==> config.mk <==
export PLATFORM = sky130hd
export DESIGN_NAME = hysteresis_lift_event_detector
export DESIGN_NICKNAME = d
export VERILOG_FILES = /design/src/hw/rtl/hled_pkg.sv /design/src/hw/rtl/hled_cfg_regs.sv /design/src/hw/rtl/hled_in_stage.sv /design/src/hw/rtl/hled_detect.sv /design/src/hw/rtl/hysteresis_lift_event_detector.sv
export SDC_FILE = /design/constraint.sdc
export NUM_CORES = 1
export LEC_CHECK = 0
export ABC_AREA = 1
export BUFFER_PORTS_ARGS = -buffer_cell sky130_fd_sc_hd__buf_4
export CAP_MARGIN = 30
export CORE_MARGIN = 4
export CORE_UTILIZATION = 63
export CTS_BUF_LIST = sky130_fd_sc_hd__clkbuf_4
export CTS_CLUSTER_SIZE = 8
export DETAILED_ROUTE_END_ITERATION = 8
export PLACE_DENSITY = 0.86
export SETUP_SLACK_MARGIN = 0.4
export SLEW_MARGIN = 15
export SYNTH_ARGS = -nofsm -noshare
export SYNTH_HDL_FRONTEND = slang
export SYNTH_SLANG_ARGS = --single-unit
==> constraint.sdc <==
create_clock -name aclk -period 16.3 [get_ports aclk]
set_clock_uncertainty 0.15 [all_clocks]
set_input_delay 2.445 -clock aclk [delete_from_list [all_inputs] [get_ports aclk]]
set_output_delay 2.445 -clock aclk [all_outputs]
set_load 0.02 [all_outputs]
==> src/hw/rtl/hled_pkg.sv <==
// ----------------------------------------------------------------------------
// hled_pkg
// Shared types and register indexes for the hysteresis lift event detector.
// ----------------------------------------------------------------------------
package hled_pkg;

    localparam int CFG_INDEX_W = 2;
    localparam int CFG_DATA_W  = 32;
    localparam int TIME_W      = 32;
    localparam int DIST_W      = 16;

    localparam logic [CFG_INDEX_W-1:0] REG_CLOSE_THRESHOLD = 2'd0;
    localparam logic [CFG_INDEX_W-1:0] REG_FAR_THRESHOLD   = 2'd1;
    localparam logic [CFG_INDEX_W-1:0] REG_MIN_AIR_TIME    = 2'd2;
    localparam logic [CFG_INDEX_W-1:0] REG_REFRACTORY_TIME = 2'd3;

    localparam logic [DIST_W-1:0] CLOSE_THRESHOLD_RST = 16'd50;
    localparam logic [DIST_W-1:0] FAR_THRESHOLD_RST   = 16'd100;
    localparam logic [TIME_W-1:0] MIN_AIR_TIME_RST    = 32'd100;
    localparam logic [TIME_W-1:0] REFRACTORY_TIME_RST = 32'd200;

    typedef struct packed {
        logic [TIME_W-1:0] time_ms;
        logic [DIST_W-1:0] distance_mm;
        logic              last_sample;
    } in_item_t;

    typedef struct packed {
        logic [TIME_W-1:0] event_start_ms;
        logic [TIME_W-1:0] event_end_ms;
        logic [DIST_W-1:0] peak_mm;
    } out_item_t;

    typedef struct packed {
        logic [DIST_W-1:0] close_threshold;
        logic [DIST_W-1:0] far_threshold;
        logic [TIME_W-1:0] min_air_time;
        logic [TIME_W-1:0] refractory_time;
    } cfg_t;

    typedef struct packed {
        logic     valid;
        in_item_t item;
    } stage_t;

endpackage

==> src/hw/rtl/hled_cfg_regs.sv <==
// ----------------------------------------------------------------------------
// hled_cfg_regs
// Threshold and timing registers, written through a plain write port.
// ----------------------------------------------------------------------------
module hled_cfg_regs (
    input  logic                             aclk,
    input  logic                             aresetn,
    input  logic                             cfg_we,
    input  logic [hled_pkg::CFG_INDEX_W-1:0] cfg_index,
    input  logic [hled_pkg::CFG_DATA_W-1:0]  cfg_wdata,
    output hled_pkg::cfg_t                   cfg
);

    hled_pkg::cfg_t cfg_reg;
    hled_pkg::cfg_t cfg_next;

    always_comb begin
        cfg_next = cfg_reg;
        if (cfg_we) begin
            unique case (cfg_index)
                hled_pkg::REG_CLOSE_THRESHOLD: begin
                    cfg_next.close_threshold = cfg_wdata[hled_pkg::DIST_W-1:0];
                end
                hled_pkg::REG_FAR_THRESHOLD: begin
                    cfg_next.far_threshold = cfg_wdata[hled_pkg::DIST_W-1:0];
                end
                hled_pkg::REG_MIN_AIR_TIME: begin
                    cfg_next.min_air_time = cfg_wdata[hled_pkg::TIME_W-1:0];
                end
                hled_pkg::REG_REFRACTORY_TIME: begin
                    cfg_next.refractory_time = cfg_wdata[hled_pkg::TIME_W-1:0];
                end
                default: begin
                    cfg_next = cfg_reg;
                end
            endcase
        end
    end

    always_ff @(posedge aclk) begin
        if (!aresetn) begin
            cfg_reg.close_threshold <= hled_pkg::CLOSE_THRESHOLD_RST;
            cfg_reg.far_threshold   <= hled_pkg::FAR_THRESHOLD_RST;
            cfg_reg.min_air_time    <= hled_pkg::MIN_AIR_TIME_RST;
            cfg_reg.refractory_time <= hled_pkg::REFRACTORY_TIME_RST;
        end else begin
            cfg_reg <= cfg_next;
        end
    end

    assign cfg = cfg_reg;

endmodule

==> src/hw/rtl/hled_in_stage.sv <==
// ----------------------------------------------------------------------------
// hled_in_stage
// Input register: captures one sample and holds it until the detector
// takes it.
// ----------------------------------------------------------------------------
module hled_in_stage (
    input  logic               aclk,
    input  logic               aresetn,
    input  logic               s_valid,
    output logic               s_ready,
    input  hled_pkg::in_item_t s_data,
    input  logic               advance,
    output hled_pkg::stage_t   stage
);

    logic               valid_reg;
    logic               valid_next;
    hled_pkg::in_item_t item_reg;
    hled_pkg::in_item_t item_next;
    logic               take;

    assign s_ready = aresetn && (!valid_reg || advance);
    assign take    = s_valid && s_ready;

    always_comb begin
        valid_next = valid_reg;
        item_next  = item_reg;
        if (take) begin
            valid_next = 1'b1;
            item_next  = s_data;
        end else if (advance) begin
            valid_next = 1'b0;
        end
    end

    always_ff @(posedge aclk) begin
        if (!aresetn) begin
            valid_reg <= 1'b0;
        end else begin
            valid_reg <= valid_next;
        end
        item_reg <= item_next;
    end

    assign stage.valid = valid_reg;
    assign stage.item  = item_reg;

endmodule

==> src/hw/rtl/hled_detect.sv <==
// ----------------------------------------------------------------------------
// hled_detect
// Event state and result register: opens, tracks and closes lift events
// and holds a reported event until it is transferred.
// ----------------------------------------------------------------------------
module hled_detect (
    input  logic                aclk,
    input  logic                aresetn,
    input  hled_pkg::cfg_t      cfg,
    input  hled_pkg::stage_t    stage,
    output logic                advance,
    output logic                m_valid,
    input  logic                m_ready,
    output hled_pkg::out_item_t m_data
);

    logic                          in_event_reg;
    logic                          in_event_next;
    logic [hled_pkg::TIME_W-1:0]   start_reg;
    logic [hled_pkg::TIME_W-1:0]   start_next;
    logic [hled_pkg::DIST_W-1:0]   peak_reg;
    logic [hled_pkg::DIST_W-1:0]   peak_next;
    logic [hled_pkg::TIME_W-1:0]   last_end_reg;
    logic [hled_pkg::TIME_W-1:0]   last_end_next;
    logic                          out_valid_reg;
    logic                          out_valid_next;
    hled_pkg::out_item_t           out_reg;
    hled_pkg::out_item_t           out_next;

    logic [hled_pkg::TIME_W-1:0]   t;
    logic [hled_pkg::DIST_W-1:0]   d;
    logic [hled_pkg::TIME_W-1:0]   since_end;
    logic [hled_pkg::TIME_W-1:0]   duration;
    logic [hled_pkg::TIME_W-1:0]   start_eff;
    logic [hled_pkg::DIST_W-1:0]   peak_eff;
    logic                          open_ok;
    logic                          event_eff;
    logic                          close_now;
    logic                          report;

    assign advance = stage.valid && (!out_valid_reg || m_ready);

    always_comb begin
        t         = stage.item.time_ms;
        d         = stage.item.distance_mm;
        since_end = t - last_end_reg;
        open_ok   = (d >= cfg.far_threshold) && (since_end >= cfg.refractory_time);
        event_eff = in_event_reg || open_ok;
        start_eff = in_event_reg ? start_reg : t;
        if (in_event_reg) begin
            peak_eff = (d > peak_reg) ? d : peak_reg;
        end else begin
            peak_eff = d;
        end
        close_now = event_eff &&
                    (stage.item.last_sample || (in_event_reg && d <= cfg.close_threshold));
        duration  = t - start_eff;
        report    = close_now && (duration >= cfg.min_air_time);

        in_event_next  = in_event_reg;
        start_next     = start_reg;
        peak_next      = peak_reg;
        last_end_next  = last_end_reg;
        out_valid_next = out_valid_reg;
        out_next       = out_reg;

        if (advance) begin
            out_valid_next = report;
            if (report) begin
                out_next.event_start_ms = start_eff;
                out_next.event_end_ms   = t;
                out_next.peak_mm        = peak_eff;
            end
            if (stage.item.last_sample) begin
                in_event_next = 1'b0;
                start_next    = '0;
                peak_next     = '0;
                last_end_next = '0;
            end else begin
                in_event_next = event_eff && !close_now;
                start_next    = start_eff;
                peak_next     = close_now ? '0 : peak_eff;
                if (report) begin
                    last_end_next = t;
                end
            end
        end else if (m_ready) begin
            out_valid_next = 1'b0;
        end
    end

    always_ff @(posedge aclk) begin
        if (!aresetn) begin
            in_event_reg  <= 1'b0;
            start_reg     <= '0;
            peak_reg      <= '0;
            last_end_reg  <= '0;
            out_valid_reg <= 1'b0;
        end else begin
            in_event_reg  <= in_event_next;
            start_reg     <= start_next;
            peak_reg      <= peak_next;
            last_end_reg  <= last_end_next;
            out_valid_reg <= out_valid_next;
        end
        out_reg <= out_next;
    end

    assign m_valid = out_valid_reg;
    assign m_data  = out_reg;

endmodule

==> src/hw/rtl/hysteresis_lift_event_detector.sv <==
// ----------------------------------------------------------------------------
// hysteresis_lift_event_detector
// Detects lift events in a stream of timestamped distance samples.
//
// Samples enter on the s_ channel (valid/ready); each reported event leaves
// on the m_ channel as start time, end time and peak distance. A sample
// gives zero or one result. A sample is registered on transfer, evaluated
// against the event state while it is held in the input register and, if it
// closes a long enough event, shown on m_ in the cycle after it advances.
// One sample per cycle is sustained while no result is held by m_ready low;
// the event state is updated directly from the registered sample.
// When m_ready is low with a result held, the detector keeps evaluating
// nothing new; the input register still takes one sample, then s_ready
// drops until the result is transferred.
// Reset clears the event state, empties both registers and loads the default
// thresholds and times. A sample marked last closes any open event and returns
// the event state to reset values; the registers keep theirs. The user must
// write registers only while idle (cfg_we/cfg_index/cfg_wdata); not enforced.
// ----------------------------------------------------------------------------
module hysteresis_lift_event_detector (
    input  logic                             aclk,
    input  logic                             aresetn,
    input  logic                             s_valid,
    output logic                             s_ready,
    input  hled_pkg::in_item_t               s_data,
    output logic                             m_valid,
    input  logic                             m_ready,
    output hled_pkg::out_item_t              m_data,
    input  logic                             cfg_we,
    input  logic [hled_pkg::CFG_INDEX_W-1:0] cfg_index,
    input  logic [hled_pkg::CFG_DATA_W-1:0]  cfg_wdata
);

    hled_pkg::cfg_t   cfg;
    hled_pkg::stage_t stage;
    logic             advance;

    hled_cfg_regs u_cfg_regs (
        .aclk      (aclk),
        .aresetn   (aresetn),
        .cfg_we    (cfg_we),
        .cfg_index (cfg_index),
        .cfg_wdata (cfg_wdata),
        .cfg       (cfg)
    );

    hled_in_stage u_in_stage (
        .aclk    (aclk),
        .aresetn (aresetn),
        .s_valid (s_valid),
        .s_ready (s_ready),
        .s_data  (s_data),
        .advance (advance),
        .stage   (stage)
    );

    hled_detect u_detect (
        .aclk    (aclk),
        .aresetn (aresetn),
        .cfg     (cfg),
        .stage   (stage),
        .advance (advance),
        .m_valid (m_valid),
        .m_ready (m_ready),
        .m_data  (m_data)
    );

endmodule

==> out/results.ini <==
[cells_and_area]
nets=2481
fillCellCount=2004
syn2layout_area_growth_pct=14.9
largest_reg_flops=96
drive_gt1_frac=0.179
layout_common_cells=nand2_1 (322), inv_1 (264), a21oi_1 (231), dfxtp_1 (179), buf_4 (178)
final_common_cell=nand2_1
final_util=0.733

[sta]
finalSetupViolations=0
clock.fmax_mhz=157
fin_crit_ns=6.36
slew_violations=0
grt_setup_unrepaired=no
finalCritPeriodShare=0.390
max_slew.worst_pin.slew_ns=0.877
relSlewSlack=0.415
hold_viol=0
tns_ns=0

[floorplanning]
ioPinCount=170
die_y_um=173
floorplan.core_area_mm2=0.0269
start_util=0.638
rows=60
die_x_um=173
dieArea_mm2=0.0299

[critical_path]
max_stage_delay_ns=0.54
arrival_ns=6.57
crit_path_start_kind=flip-flop
cp-end-kind=flip-flop
cp_num_buf_inv=6
cp.required_ns=16.51
path_class=reg2reg
crit_family=buffers and inverters
r2r-start=u_detect.in_event_reg$_SDFFE_PN0P_
startpoint=u_detect.in_event_reg$_SDFFE_PN0P_
crit_slowest_cell=inv_1
path_max_fanout=62

[detailed_routing]
drc_errors=0
wl_per_cell_um=17.9
via_count=15200
drt_iter0_drc=1578
ant_nets=0
totalWireLength_um=47000
dr.pass1.iters=6
via_per_inst=5.78

[power]
power.density_mw_per_mm2=94.9
ir_drop_mv=0.0674
p_sw_uw=563
power_frac_clock=0.357
p_int_mw=1.31
p_leak_nw=8.28
p_comb_frac=0.185
pwr-share-seq=0.458
netSwitchingFraction=0.301

[global_route]
antenna_found_initial=1
grtUsageTotal=0.304
grt_overflow_total=0
grt_max_degree=97
grt_pass1_wl_um=74200
grt_pass1_vias=14500

[logic_synthesis]
syn_area_mm2=0.0171
synthArstFlopShare=0
synth-seq-cells=308
synth_top_area_frac=0.226
synthCells=2018
synth_area_leaders=edfxtp_1 (23%), dfxtp_1 (21%), ha_1 (13%)
ys_types=51
synth_edf_count=129
ys_warn_count=0
yosysSeqAreaShare=0.435
syn_avg_cell_area_um2=8.49
synthFlopType=dfxtp_1
synth_top_area_cell=edfxtp_1
synthesis.nets=2282

[clock_tree]
cts.clk_slew.worst_paths_ns=0.07
cts_resized=0
cts_num_sinks=308
clock_latency_ns=0.72
clockBufferDepth=3
cts_hold_buf=0
cts-htree-levels=3
post_cts_buffers=0
cts_root_buf=clkbuf_4
cts_tree=done
numCtsBuffers=80

[run_status]
status=finished, final reports clean

[placed_design]
dp_hpwl_um=34300
numPortBuffers=169
gp_congestion=0.962

[min_path]
hold_path_class=reg2reg
hp-start=u_cfg_regs.cfg[20]$_SDFFE_PN0P_

[run]
maxCapViolations=0

[cell type report]
type,count,area (um2),area share
Antenna cell,1,2.50,0.000127
Inverter,268,1010,0.0512
Sequential cell,308,7460,0.379
Timing Repair Buffer,181,1400,0.0710
Clock buffer,114,856,0.0435
Multi-Input combinational cell,1378,8380,0.425
Tap cell,341,427,0.0217
Clock inverter,32,169,0.00858
[worst paths after layout]
check | to | slack, ns | cells after the start
setup reg to reg | u_detect.m_data[16]$_DFFE_PP_ | 9.94 | 26
hold reg to reg | u_cfg_regs.cfg[20]$_SDFFE_PN0P_ | 0.31 | 2
setup / recovery | u_detect.m_data[16]$_DFFE_PP_ | 9.94 | 26
hold / removal | u_cfg_regs.cfg[20]$_SDFFE_PN0P_ | 0.31 | 2
[per-layer routing]
layer | global-route usage | vias up | part of all wire
met1 | 0.438 | 7024 | 0.43
met4 | 0.106 | 0 | 0.031
li1 | - | 7294 | -
met5 | 0 | - | 0
met2 | 0.469 | 721 | 0.44
met3 | 0.0509 | 125 | 0.10
[Yosys cell counts (2+ instances only)]
master,count
buf_1,2
fa_1,2
nand3_1,80
clkbuf_1,49
a21o_1,3
clkinv_1,2
nand3_2,4
nand2_2,16
a21boi_0,2
dfxtp_1,179
buf_6,5
o21a_1,6
a22oi_1,32
xnor2_1,22
buf_4,2
a211oi_1,2
o21bai_1,5
a221oi_1,2
nor3_1,18
a21oi_1,231
nor4_1,5
a31oi_1,3
nor2_4,3
xor2_1,30
or2_2,30
inv_1,266
a21oi_2,34
ha_1,174
nand4_1,17
o211ai_1,14
o21ai_2,3
o21ai_1,5
o21ai_0,173
nor2_1,128
nand2_1,322
buf_2,4
edfxtp_1,129
[power groups by stage]
stage / clock network [mW] / logic [mW] / registers [mW]
5_1_grt: 0.727 / 0.388 / 0.857
4_1_cts: 0.683 / 0.340 / 0.855
6_report: 0.668 / 0.345 / 0.856
2_1_floorplan: 0 / 0.231 / 0.870
3_3_place_gp: 0 / 0.324 / 0.871
3_5_place_dp: 0 / 0.337 / 0.871
[metrics by stage]
step                      hold slack (ns)  std cells  worst slack [ns]  cell area [um2]  power (mW)
after global routing                0.327       2623              9.44            19700        1.97
after CTS                           0.313       2620              9.73            19600        1.88
after floorplan                     0.285       2018             10.35            17100        1.10
final                               0.311       2623              9.94            19700        1.87
after global placement              0.296       2473             10.03            18600        1.19
after detailed placement            0.303       2474              9.81            18600        1.21
[kinds of logic (layout without fill, tap and decap cells)]
family                     Yosys count  count (layout)  share of synthesized area
other                                0               1                          0
buffers and inverters              332             595                     0.0769
xor gates and xnor gates            52              52                     0.0266
AOI/OAI and AO/OA                  521             521                      0.172
DFF                                308             308                      0.435
and+or+nand+nor                    629             629                      0.160
adders and majority gates          176             176                      0.129
[worst register-to-register path: stages (launching register included)]
cell and delay [ns]:
dfxtp_1 0.32, buf_4 0.45, inv_1 0.57, or2_2 0.44, o21ai_0 0.11, ha_1 0.33, a21oi_1 0.16, nand2_1 0.10
nand3_1 0.08, nand2_1 0.14, a21oi_2 0.26, o21ai_2 0.12, a21oi_1 0.22, o21ai_0 0.14, xor2_1 0.17, ha_1 0.31
nand2_1 0.10, nor3_1 0.19, nand3_1 0.10, nor2_2 0.13, nand4_1 0.11, nand3_2 0.12, nand4_2 0.09, buf_4 0.26
clkinv_2 0.16, buf_4 0.30, buf_16 0.32
No activity file was read; power rests on OpenSTA's default activity.
